===== config.mk =====
export PLATFORM = sky130hd
export DESIGN_NAME = ubx_frame_receiver
export DESIGN_NICKNAME = d
export VERILOG_FILES = /design/src/rtl/ubxr_pkg.sv /design/src/rtl/ubxr_core.sv /design/src/rtl/ubxr_out_buf.sv /design/src/rtl/ubx_frame_receiver.sv
export SDC_FILE = /design/constraint.sdc
export NUM_CORES = 1
export LEC_CHECK = 0
export BUFFER_PORTS_ARGS = -buffer_cell sky130_fd_sc_hd__buf_2
export CAP_MARGIN = 20
export CORE_MARGIN = 5
export CORE_UTILIZATION = 50
export DETAILED_ROUTE_END_ITERATION = 8
export PLACE_DENSITY = 0.64
export SYNTH_ARGS = -nofsm -noshare
export SYNTH_HDL_FRONTEND = slang
export SYNTH_SLANG_ARGS = --single-unit

===== constraint.sdc =====
create_clock -name clk -period 12.2 [get_ports clk]
set_input_delay 0 -clock clk [delete_from_list [all_inputs] [get_ports clk]]
set_output_delay 0 -clock clk [all_outputs]
set_load 0.02 [all_outputs]

===== src/rtl/ubxr_pkg.sv =====
// Shared types and constants for the UBX frame receiver.
`timescale 1ns / 1ps
`default_nettype none

package ubxr_pkg;

  // Sync bytes that open every frame
  localparam logic [7:0] SYNC_ONE = 8'hB5;
  localparam logic [7:0] SYNC_TWO = 8'h62;

  // Status codes of a frame report
  localparam logic [2:0] ST_OK      = 3'd0;
  localparam logic [2:0] ST_BADCK   = 3'd1;
  localparam logic [2:0] ST_BADSYNC = 3'd2;
  localparam logic [2:0] ST_TOOLONG = 3'd3;
  localparam logic [2:0] ST_TIMEOUT = 3'd4;

  // Result kinds
  localparam logic KIND_PAYLOAD = 1'b0;
  localparam logic KIND_REPORT  = 1'b1;

  // Input kinds
  localparam logic IN_BYTE = 1'b0;
  localparam logic IN_TICK = 1'b1;

  // Configuration register indexes
  localparam int unsigned CFG_IDX_W = 1;
  localparam logic [CFG_IDX_W-1:0] CFG_MAX_PAYLOAD   = 1'd0;
  localparam logic [CFG_IDX_W-1:0] CFG_TIMEOUT_TICKS = 1'd1;

  // Reset values of the configuration registers
  localparam logic [15:0] MAX_PAYLOAD_RST   = 16'd1024;
  localparam logic [15:0] TIMEOUT_TICKS_RST = 16'd1000;

  // One result item
  typedef struct packed {
    logic        kind;
    logic [2:0]  status;
    logic [7:0]  msg_class;
    logic [7:0]  msg_id;
    logic [15:0] frame_len;
    logic [15:0] byte_offset;
    logic [7:0]  data_byte;
  } res_t;

endpackage

`default_nettype wire


===== src/rtl/ubxr_core.sv =====
// Frame parser state, Fletcher checksum and timeout logic; one item per step.
`timescale 1ns / 1ps
`default_nettype none

module ubxr_core
  import ubxr_pkg::*;
(
  input  wire logic                 clk,
  input  wire logic                 rst_n,
  input  wire logic                 cfg_we,
  input  wire logic [CFG_IDX_W-1:0] cfg_index,
  input  wire logic [15:0]          cfg_data,
  input  wire logic                 step,
  input  wire logic                 item_kind,
  input  wire logic [7:0]           item_byte,
  output logic                      res_valid,
  output res_t                      res
);

  typedef enum logic [1:0] {
    PH_HEADER,
    PH_PAYLOAD,
    PH_CKA,
    PH_CKB
  } phase_t;

  phase_t      phase_r, phase_nxt;
  logic [2:0]  hdr_idx_r, hdr_idx_nxt;
  logic [7:0]  sync_first_r, sync_first_nxt;
  logic [7:0]  sync_second_r, sync_second_nxt;
  logic [7:0]  class_r, class_nxt;
  logic [7:0]  id_r, id_nxt;
  logic [15:0] length_r, length_nxt;
  logic [15:0] count_r, count_nxt;
  logic [7:0]  sum_a_r, sum_a_nxt;
  logic [7:0]  sum_b_r, sum_b_nxt;
  logic [7:0]  ck_a_r, ck_a_nxt;
  logic [15:0] wait_r, wait_nxt;
  logic [15:0] max_payload_r;
  logic [15:0] timeout_ticks_r;

  logic [7:0]  fl_a, fl_b;
  logic [15:0] wait_inc;
  logic [15:0] count_inc;
  logic [15:0] hdr_len;
  logic        rpt;
  logic [2:0]  rpt_status;
  logic        pay;

  // Fletcher step over the current byte
  assign fl_a      = sum_a_r + item_byte;
  assign fl_b      = sum_b_r + fl_a;
  assign wait_inc  = (wait_r == 16'hFFFF) ? wait_r : wait_r + 16'd1;
  assign count_inc = count_r + 16'd1;
  assign hdr_len   = {item_byte, length_r[7:0]};

  // Next-state logic
  always_comb begin
    phase_nxt       = phase_r;
    hdr_idx_nxt     = hdr_idx_r;
    sync_first_nxt  = sync_first_r;
    sync_second_nxt = sync_second_r;
    class_nxt       = class_r;
    id_nxt          = id_r;
    length_nxt      = length_r;
    count_nxt       = count_r;
    sum_a_nxt       = sum_a_r;
    sum_b_nxt       = sum_b_r;
    ck_a_nxt        = ck_a_r;
    wait_nxt        = wait_r;
    rpt             = 1'b0;
    rpt_status      = ST_OK;
    pay             = 1'b0;
    if (item_kind == IN_TICK) begin
      // ticks only count in the timed phases
      if (phase_r != PH_HEADER) begin
        wait_nxt = wait_inc;
        if (wait_inc >= timeout_ticks_r) begin
          rpt        = 1'b1;
          rpt_status = ST_TIMEOUT;
        end
      end
    end else begin
      case (phase_r)
        PH_HEADER: begin
          case (hdr_idx_r)
            3'd0: begin
              sync_first_nxt = item_byte;
              sum_a_nxt      = 8'd0;
              sum_b_nxt      = 8'd0;
              hdr_idx_nxt    = 3'd1;
            end
            3'd1: begin
              sync_second_nxt = item_byte;
              hdr_idx_nxt     = 3'd2;
            end
            3'd2: begin
              class_nxt   = item_byte;
              sum_a_nxt   = fl_a;
              sum_b_nxt   = fl_b;
              hdr_idx_nxt = 3'd3;
            end
            3'd3: begin
              id_nxt      = item_byte;
              sum_a_nxt   = fl_a;
              sum_b_nxt   = fl_b;
              hdr_idx_nxt = 3'd4;
            end
            3'd4: begin
              length_nxt  = {8'd0, item_byte};
              sum_a_nxt   = fl_a;
              sum_b_nxt   = fl_b;
              hdr_idx_nxt = 3'd5;
            end
            default: begin
              // last header byte: high length byte, then header checks
              length_nxt = hdr_len;
              sum_a_nxt  = fl_a;
              sum_b_nxt  = fl_b;
              if (sync_first_r != SYNC_ONE || sync_second_r != SYNC_TWO) begin
                rpt        = 1'b1;
                rpt_status = ST_BADSYNC;
              end else if (hdr_len > max_payload_r) begin
                rpt        = 1'b1;
                rpt_status = ST_TOOLONG;
              end else begin
                count_nxt   = 16'd0;
                wait_nxt    = 16'd0;
                hdr_idx_nxt = 3'd0;
                phase_nxt   = (hdr_len == 16'd0) ? PH_CKA : PH_PAYLOAD;
              end
            end
          endcase
        end
        PH_PAYLOAD: begin
          pay       = 1'b1;
          sum_a_nxt = fl_a;
          sum_b_nxt = fl_b;
          count_nxt = count_inc;
          if (count_inc >= length_r) begin
            phase_nxt = PH_CKA;
            wait_nxt  = 16'd0;
          end
        end
        PH_CKA: begin
          ck_a_nxt  = item_byte;
          phase_nxt = PH_CKB;
        end
        default: begin
          rpt        = 1'b1;
          rpt_status = (ck_a_r == sum_a_r && item_byte == sum_b_r) ? ST_OK : ST_BADCK;
        end
      endcase
    end
    // a report always restarts header collection
    if (rpt) begin
      phase_nxt   = PH_HEADER;
      hdr_idx_nxt = 3'd0;
      count_nxt   = 16'd0;
      wait_nxt    = 16'd0;
    end
  end

  // Result of this step
  always_comb begin
    res_valid       = rpt || pay;
    res.kind        = rpt ? KIND_REPORT : KIND_PAYLOAD;
    res.status      = rpt ? rpt_status : ST_OK;
    res.msg_class   = class_nxt;
    res.msg_id      = id_nxt;
    res.frame_len   = length_nxt;
    res.byte_offset = pay ? count_r : 16'd0;
    res.data_byte   = pay ? item_byte : 8'd0;
  end

  // State and configuration registers
  always_ff @(posedge clk) begin
    if (!rst_n) begin
      phase_r         <= PH_HEADER;
      hdr_idx_r       <= 3'd0;
      sync_first_r    <= 8'd0;
      sync_second_r   <= 8'd0;
      class_r         <= 8'd0;
      id_r            <= 8'd0;
      length_r        <= 16'd0;
      count_r         <= 16'd0;
      sum_a_r         <= 8'd0;
      sum_b_r         <= 8'd0;
      ck_a_r          <= 8'd0;
      wait_r          <= 16'd0;
      max_payload_r   <= MAX_PAYLOAD_RST;
      timeout_ticks_r <= TIMEOUT_TICKS_RST;
    end else begin
      if (step) begin
        phase_r       <= phase_nxt;
        hdr_idx_r     <= hdr_idx_nxt;
        sync_first_r  <= sync_first_nxt;
        sync_second_r <= sync_second_nxt;
        class_r       <= class_nxt;
        id_r          <= id_nxt;
        length_r      <= length_nxt;
        count_r       <= count_nxt;
        sum_a_r       <= sum_a_nxt;
        sum_b_r       <= sum_b_nxt;
        ck_a_r        <= ck_a_nxt;
        wait_r        <= wait_nxt;
      end
      if (cfg_we) begin
        case (cfg_index)
          CFG_MAX_PAYLOAD:   max_payload_r   <= cfg_data;
          CFG_TIMEOUT_TICKS: timeout_ticks_r <= cfg_data;
          default: ;
        endcase
      end
    end
  end

endmodule

`default_nettype wire


===== src/rtl/ubxr_out_buf.sv =====
// Two-entry result buffer that decouples the parser from the output stall.
`timescale 1ns / 1ps
`default_nettype none

module ubxr_out_buf
  import ubxr_pkg::*;
(
  input  wire logic clk,
  input  wire logic rst_n,
  input  wire logic push,
  input  res_t      push_data,
  output logic      full,
  output logic      pop_valid,
  input  wire logic pop_ready,
  output res_t      pop_data
);

  res_t       slot_r [2];
  logic       wr_ptr_r;
  logic       rd_ptr_r;
  logic [1:0] count_r;
  logic       pop;

  assign full      = (count_r == 2'd2);
  assign pop_valid = (count_r != 2'd0);
  assign pop       = pop_valid && pop_ready;
  assign pop_data  = slot_r[rd_ptr_r];

  // Entry storage
  always_ff @(posedge clk) begin
    if (push) begin
      slot_r[wr_ptr_r] <= push_data;
    end
  end

  // Pointers and fill count
  always_ff @(posedge clk) begin
    if (!rst_n) begin
      wr_ptr_r <= 1'b0;
      rd_ptr_r <= 1'b0;
      count_r  <= 2'd0;
    end else begin
      if (push) begin
        wr_ptr_r <= ~wr_ptr_r;
      end
      if (pop) begin
        rd_ptr_r <= ~rd_ptr_r;
      end
      case ({push, pop})
        2'b10:   count_r <= count_r + 2'd1;
        2'b01:   count_r <= count_r - 2'd1;
        default: count_r <= count_r;
      endcase
    end
  end

endmodule

`default_nettype wire


===== src/rtl/ubx_frame_receiver.sv =====
// UBX frame receiver top level: input register, parser core, result buffer.
//
//  channel | dir | transfer when          | payload
//  in_     | in  | in_tvalid & in_tready   | tdata: rx_byte; tuser: kind
//  out_    | out | out_tvalid & out_tready | tdata: report/payload fields; tuser: out_kind
//  cfg_    | in  | cfg_we                  | cfg_index, cfg_data
//
// One item per cycle sustained while the result buffer is not full: an item is parsed
// while it sits in the input register; its result is written into the result buffer, which presents it on out_tvalid.
// Reset (synchronous, rst_n low) returns to header collection, loads register
// defaults and empties the result buffer; no clearing pass.
// The two-entry result buffer absorbs output stalls; input stalls only when it
// is full and an item is waiting in the input register.
`timescale 1ns / 1ps
`default_nettype none

module ubx_frame_receiver
  import ubxr_pkg::*;
(
  input  wire logic                 clk,
  input  wire logic                 rst_n,
  input  wire logic                 in_tvalid,
  output logic                      in_tready,
  input  wire logic [7:0]           in_tdata,   // [7:0] rx_byte
  input  wire logic                 in_tuser,   // [0] kind
  output logic                      out_tvalid,
  input  wire logic                 out_tready,
  output logic [63:0]               out_tdata,  // [2:0] status, [10:3] msg_class,
                                                // [18:11] msg_id, [34:19] frame_len,
                                                // [50:35] byte_offset, [58:51] data_byte
  output logic                      out_tuser,  // [0] out_kind
  input  wire logic                 cfg_we,
  input  wire logic [CFG_IDX_W-1:0] cfg_index,
  input  wire logic [15:0]          cfg_data
);

  logic       in_valid_r;
  logic       in_kind_r;
  logic [7:0] in_byte_r;
  logic       in_xfer;
  logic       step;
  logic       buf_full;
  logic       res_valid;
  res_t       res;
  res_t       out_res;

  assign step      = in_valid_r && !buf_full;
  assign in_tready = !in_valid_r || !buf_full;
  assign in_xfer   = in_tvalid && in_tready;

  // Input register
  always_ff @(posedge clk) begin
    if (!rst_n) begin
      in_valid_r <= 1'b0;
    end else if (in_xfer) begin
      in_valid_r <= 1'b1;
    end else if (step) begin
      in_valid_r <= 1'b0;
    end
  end

  always_ff @(posedge clk) begin
    if (in_xfer) begin
      in_kind_r <= in_tuser;
      in_byte_r <= in_tdata;
    end
  end

  ubxr_core u_core (
    .clk       (clk),
    .rst_n     (rst_n),
    .cfg_we    (cfg_we),
    .cfg_index (cfg_index),
    .cfg_data  (cfg_data),
    .step      (step),
    .item_kind (in_kind_r),
    .item_byte (in_byte_r),
    .res_valid (res_valid),
    .res       (res)
  );

  ubxr_out_buf u_out_buf (
    .clk       (clk),
    .rst_n     (rst_n),
    .push      (step && res_valid),
    .push_data (res),
    .full      (buf_full),
    .pop_valid (out_tvalid),
    .pop_ready (out_tready),
    .pop_data  (out_res)
  );

  // Output packing
  assign out_tuser = out_res.kind;
  assign out_tdata = {5'd0, out_res.data_byte, out_res.byte_offset,
                      out_res.frame_len, out_res.msg_id, out_res.msg_class,
                      out_res.status};

  // Input stalls only on a waiting item facing a full buffer
  a_stall_cause: assert property (@(posedge clk) disable iff (!rst_n)
    !in_tready |-> (in_valid_r && buf_full))
    else $error("input stalled without a full result buffer");

  // Nothing is presented right after reset
  a_reset_empty: assert property (@(posedge clk)
    !rst_n |=> !out_tvalid)
    else $error("result valid right after reset");

  // Payload byte results always carry the ok status
  a_payload_status: assert property (@(posedge clk) disable iff (!rst_n)
    (out_tvalid && out_tuser == KIND_PAYLOAD) |-> (out_tdata[2:0] == ST_OK))
    else $error("payload byte with nonzero status");

  // A full buffer never gets another push
  a_no_overflow: assert property (@(posedge clk) disable iff (!rst_n)
    buf_full |-> !(step && res_valid))
    else $error("push into full result buffer");

endmodule

`default_nettype wire

---- Yosys cells after proc, flatten, opt, wreduce, memory -nomap -nowiden ----
Memories as Yosys holds them, arrays and structs flattened. A register that Yosys moved wholly into a read port is not among the register bits.
Cells that the tools add are included.
operators by class
  bitwise operators ....................... 4
  equal/unequal tests ..................... 27
  reduce and logical (&&, ||, !) cells .... 35
  add/sub/neg operators ................... 6
  magnitude comparators ................... 3
  muxes and demuxes ....................... 67
operators with widths
  cell                   count
  $mux 16                13
  $pmux 16 s2            3
  $pmux 8 s2             4
  $mux 8                 7
  $mux 3                 11
  $add 16x1->16 const B  2
  $ge 16x16->1           2
  $add 8x8->8            2
  $eq 16x16->1 const B   1
  $eq 8x8->1             2
  $gt 16x16->1           1
  $logic_not 16->1       1
  $mux 1                 16
  $mux 2                 8
  $pmux 3 s5             1
  $ne 7x6->1 const B     2
  $reduce_and 7->1       2
  $ne 4x3->1 const B     3
  $reduce_and 4->1       3
  $reduce_bool 2->1      6
  $ne 3x2->1 const B     3
  $ne 8x7->1 const B     1
  $ne 8x8->1 const B     1
  $reduce_bool 4->1      2
  29 further kinds       45
storage, ports and cells
  output and inout bits ................... 67
  RAM bits ................................ 120
  memories kept ........................... 1
  input bits .............................. 31
  flip-flop bits (word level) ............. 155
memories
  memory            words  width  rd ports  clocked after Yosys merged registers in  wr ports  line                text
  u_out_buf.slot_r  2      60     1         1                                        1         ubxr_out_buf.sv:18  res_t slot_r [2];

---- Depth between registers and ports, before layout ----
  depth after elaboration ................. 10
  gate-level depth with buffers ........... 21
  gate-level depth less buffers ........... 20

---- Modules after synthesis ----
Synthesis repeated with hierarchy kept, for this count alone.
unflattened totals
  cell total of the unflattened synthesis .. 1318
  area, all modules ....................... 13606.8 sq um
by module, submodules not included
  module              cells each  instances  seq. area each (sq um)  area an instance (sq um)
  ubxr_core           1086        1          2822.7                  8692.1
  ubxr_out_buf        210         1          3703.6                  4539.4
  ubx_frame_receiver  22          1          290.3                   375.4

---- Worst setup path after synthesis ----
No wires, ideal clock.
  path kind ............................... flip-flop to flip-flop
  from .................................... register u_core.wait_r[3]
  to ...................................... memory u_out_buf.slot_r[0][0] in the netlist's numbering (enable)
  buffers on the path ..................... 2
  arrival ................................. 5.719 ns
  path slack .............................. 6.003 ns
  stages on the path, launching flop included .. 19
  cell sequence ........................... dfxtp_1 -> clkbuf_1 -> nand4_1 -> nor4_1 -> nand4_1 -> and2_1 -> clkbuf_1 -> nand3_1 -> xnor2_1 -> ha_1 -> o21ai_0 -> a21oi_1 -> o41a_1 -> o211ai_1 -> nand2_1 -> nand2_1 -> inv_1 -> o21ai_0 -> nor2_1
on the way
  longest elaborated chain between the ends .. 10
  elaborated cells on any way between the ends .. 11
ends and longest elaborated chain
  element                                        line                      text
  start, declared                                ubxr_core.sv:38           logic [15:0] wait_r, wait_nxt;
  start signal, assigned                         ubxr_core.sv:206          wait_r <= wait_nxt;
  $add 16x1->16 or $eq 16x16->1 (tied branches)  ubxr_core.sv:53           assign wait_inc = (wait_r == 16'hFFFF) ? wait_r : wait_r + 16'd1;
  $mux 16 (*)                                    ubxr_core.sv:53
  $ge 16x16->1 (*)                               ubxr_core.sv:78           if (wait_inc >= timeout_ticks_r) begin
  $mux 1 (*)                                     ubxr_core.sv:78
  $mux 1 (*)                                     ubxr_core.sv:76           if (phase_r != PH_HEADER) begin
  $mux 1 (*)                                     ubxr_core.sv:74           if (item_kind == IN_TICK) begin
  $logic_or 1x1->1 (*)                           ubxr_core.sv:166          res_valid = rpt || pay;
  $logic_and 1x1->1 (*)                          ubx_frame_receiver.sv:85  .push (step && res_valid),
  $mux 1 (*)                                     ubxr_out_buf.sv:31        if (push) begin
  $mux 1 (implied by the code) (*)               ubxr_out_buf.sv:32        slot_r[wr_ptr_r] <= push_data;
  end, declared                                  ubxr_out_buf.sv:18
Mark *: on every way between the ends. The rest lies on a longest branch, timed or not.

---- Worst setup path in the final report ----
  from .................................... register u_core.wait_r[3]
  to ...................................... memory u_out_buf.slot_r[0][13] in the netlist's numbering (enable)
Same word-level chain as after synthesis.

==> summary.txt <==
Post-layout nets: 1523
Placed Instance Area: 14100 um2
Placed Cells incl. Taps: 1690
Transition at the pin with the smallest max-transition slack: 1050 ps
Leakage: 0.00611 uW
Most Used Layer, Global Route: met2
Initial antenna violation count: 0
Worst hold slack: 146 ps
Post-DR wirelength/cell: 17.3 um
Most repeated cell in the gate-level netlist after synthesis: dfxtp_1
Clk pin slew, worst setup/hold paths: 70 ps
DRC violations left: 0
Longest Clk Path Bufs: 3
Count of final setup violators: 0
Half-perimeter wire length of the detailed placement result: 20.3 mm
Worst setup EP type: flip-flop
Worst rel slew slack: 0.298
Largest cells by area after synthesis: edfxtp_1 29%, dfxtp_1 22%, mux2_2 7.2%
Fraction of layout instances using a drive strength above 1: 0.172
Maximum number of pins on one net before global-route repair: 61
Number of detailed-routing iterations run before antenna repair: 5
Number of global-route vias before repair: 9793
TritonCTS clock tree: built
Hold Path Stages: 2
Routing usage on met2: 0.329
Setup repair after global routing missed its margin: no
Wire length of the first global-routing pass: 50.4 mm
Number of levels in the clock H-tree: 1
Max Transition Viols Final: 0
Fin. Hold Viols: 0
Number of flops mapped to enable cells by yosys: 129
Vert. Die Dim: 174 um
TritonCTS Buffers: 29
Ratio of routed vias to standard cells: 5.51
Width of the die: 174 um
Peak supply drop: 0.0931 mV
Number of clock sinks seen by CTS: 276
Number of inserted filler cells in the final layout: 2211
Global routing met3 resource utilization: 0.0286
Initial standard-cell utilization of the core: 0.510
Status: finished, final reports clean
Class of the tightest hold or removal check: primary input to flip-flop
Die area: 30100 um2
Yosys top cell area share: 0.290
Count of unique library cells instantiated by Yosys: 66
GR Overflow Total: 0
Required time of the critical path: 12400 ps
I/O pins: 98
Std cell rows: 59
Post-cts sizing count: 0
Final worst-path cycle share: 0.476
1st-iter DRT viols: 762
Number of standard cells after synthesis: 1320
Non-Filler Instances: 1779
Number of nets with antenna violations after detailed routing: 0
Number of antenna repair diodes: 0
Worst clock skew: 13.6 ps
Power density over cell area: 132 nW/um2
Sum Neg Setup Slack: 0 ps
Global placer's final weighted congestion: 0.867
Per-instance average area after synthesis: 10.1 um2
Synthesis-to-finish area growth: 15.2%
Netlist area before placement: 13400 um2
FFs w/ async S/R, synth: 0
# port buffers: 92
Total routed wirelength: 30.7 mm
GRT Util Overall: 0.201
Clock period minus final worst setup slack: 5810 ps
Crit path arrival time: 6010 ps
Number of storage elements in the synthesis netlist: 276
Most used flip-flop cell after synthesis: dfxtp_1
Highest clock rate: 172 MHz
Worst Setup Start Kind: flip-flop
Top cell type by total area after synthesis: edfxtp_1
Core ar.: 26200 um2
Root Buffer Master: clkbuf_16
Worst-Skew Late Latency: 570 ps
Met1 Use GR: 0.285
# Max-Cap Violations: 0
Count of yosys warnings during synthesis: 0
Detailed-route via count: 9799
Sequential area share after synthesis: 0.510
Top cells by instance count after synthesis: 147 x dfxtp_1, 133 x nand2_1, 129 x edfxtp_1
Final design area excluding fillers: 15400 um2
Category of the most critical setup path: flip-flop to flip-flop
Maximum fanout along the worst path: 40
Depth of the most critical reg-to-reg path: 17
==> metrics by stage <==
step / util / power (uW) / worst slack, ps
after floorplan: - / 1100 / 6000
after global placement: 0.537 / 1130 / 6640
after detailed placement: 0.537 / 1130 / 6440
after CTS: 0.587 / 2040 / 6400
after global routing: 0.588 / 2100 / 5810
final: 0.588 / 2030 / 6390
==> final timing paths <==
check | from | to | slack, ps
setup reg to reg | u_core.wait_r[3] | u_out_buf.slot_r[0][13] | 6390
hold reg to reg | u_core.timeout_ticks_r[13] | u_core.timeout_ticks_r[13] | 450
hold / removal | in_tdata[3] | in_byte_r[3] | 150
setup / recovery | u_core.wait_r[3] | u_out_buf.slot_r[0][13] | 6390
==> final cells by class <==
type                       instances  area [um2]  share of cell area
clock inverter                    14         171              0.0111
sequential                       276        6820               0.443
inverter                          76         287              0.0186
tap                              335         419              0.0272
timing repair buffer             138         891              0.0578
clock buffer                      40         808              0.0525
multi-input combinational        900        6010               0.390
==> cell usage in the layout (no fill, tap or decap), types with 13 or more instances in the layout <==
master	Yosys	layout
and2_1	31	31
nor2_1	118	116
mux2_2	85	85
nand4_1	14	14
inv_1	75	75
nand2_1	133	133
ha_1	69	69
edfxtp_1	129	129
dfxtp_1	147	146
dlygate4sd3_1	0	34
nand3_1	48	48
a21oi_1	92	92
o21ai_0	50	50
xor2_1	13	13
buf_2	2	92
clkbuf_16	0	30
nor3_1	30	30
a211oi_1	14	14
a22oi_1	14	14
xnor2_1	44	44
o211ai_1	13	13
==> sequential cells by signal, indices dropped and copies added, names as in the netlist, 16 cells and up, named ones only <==
signal	count
u_core.max_payload_r	16
u_core.timeout_ticks_r	16
u_core.wait_r	16
u_core.count_r	16
u_out_buf.slot_r	120
u_core.length_r	16
==> critical path, cell delays in order, from the launching register on <==
cell      delay (ps)
dfxtp_1          470
nand4_1          200
nor4_1           700
nand4_1          290
and2_1           330
nand3_1          150
xnor2_1           90
ha_1             310
o21ai_0          100
a21oi_1          160
o41a_1           200
o211ai_1         110
nand2_1          380
nand2_1          260
inv_1            160
o21ai_0          290
nor2_4           620
buf_4            580
==> per-layer routing <==
| metal | wire, um | vias to the layer above | part of all wire |
|---|---|---|---|
| met3 | 1500 | 39 | 0.049 |
| met1 | 14500 | 4687 | 0.47 |
| li1 | - | 4856 | - |
| met4 | 547 | 0 | 0.018 |
| met5 | 0 | - | 0 |
| met2 | 14200 | 217 | 0.46 |
==> power breakdown <==
group	switching, uW	internal [uW]
Sequential	21.0	981
Clock	373	531
Combinational	71.0	51.3
Total	465	1560
==> timing repair <==
item                                   in CTS  in global routing
setup buffers                               0                  0
endpoints found under the hold margin      52                  2
hold buffers                               33                  1
==> cell families (layout without fill, tap and decap cells) <==
logic type | after synthesis | count (layout) | share of synthesized area
mux | 95 | 95 | 0.0791
simple gates | 439 | 439 | 0.155
flops | 276 | 276 | 0.510
other cells | 1 | 5 | 0.000280
xor+xnor | 57 | 57 | 0.0373
buf+inv | 148 | 268 | 0.0437
fa+ha+maj | 71 | 71 | 0.0676
compound gates | 233 | 233 | 0.107
No activity file was read; power rests on OpenSTA's default activity.
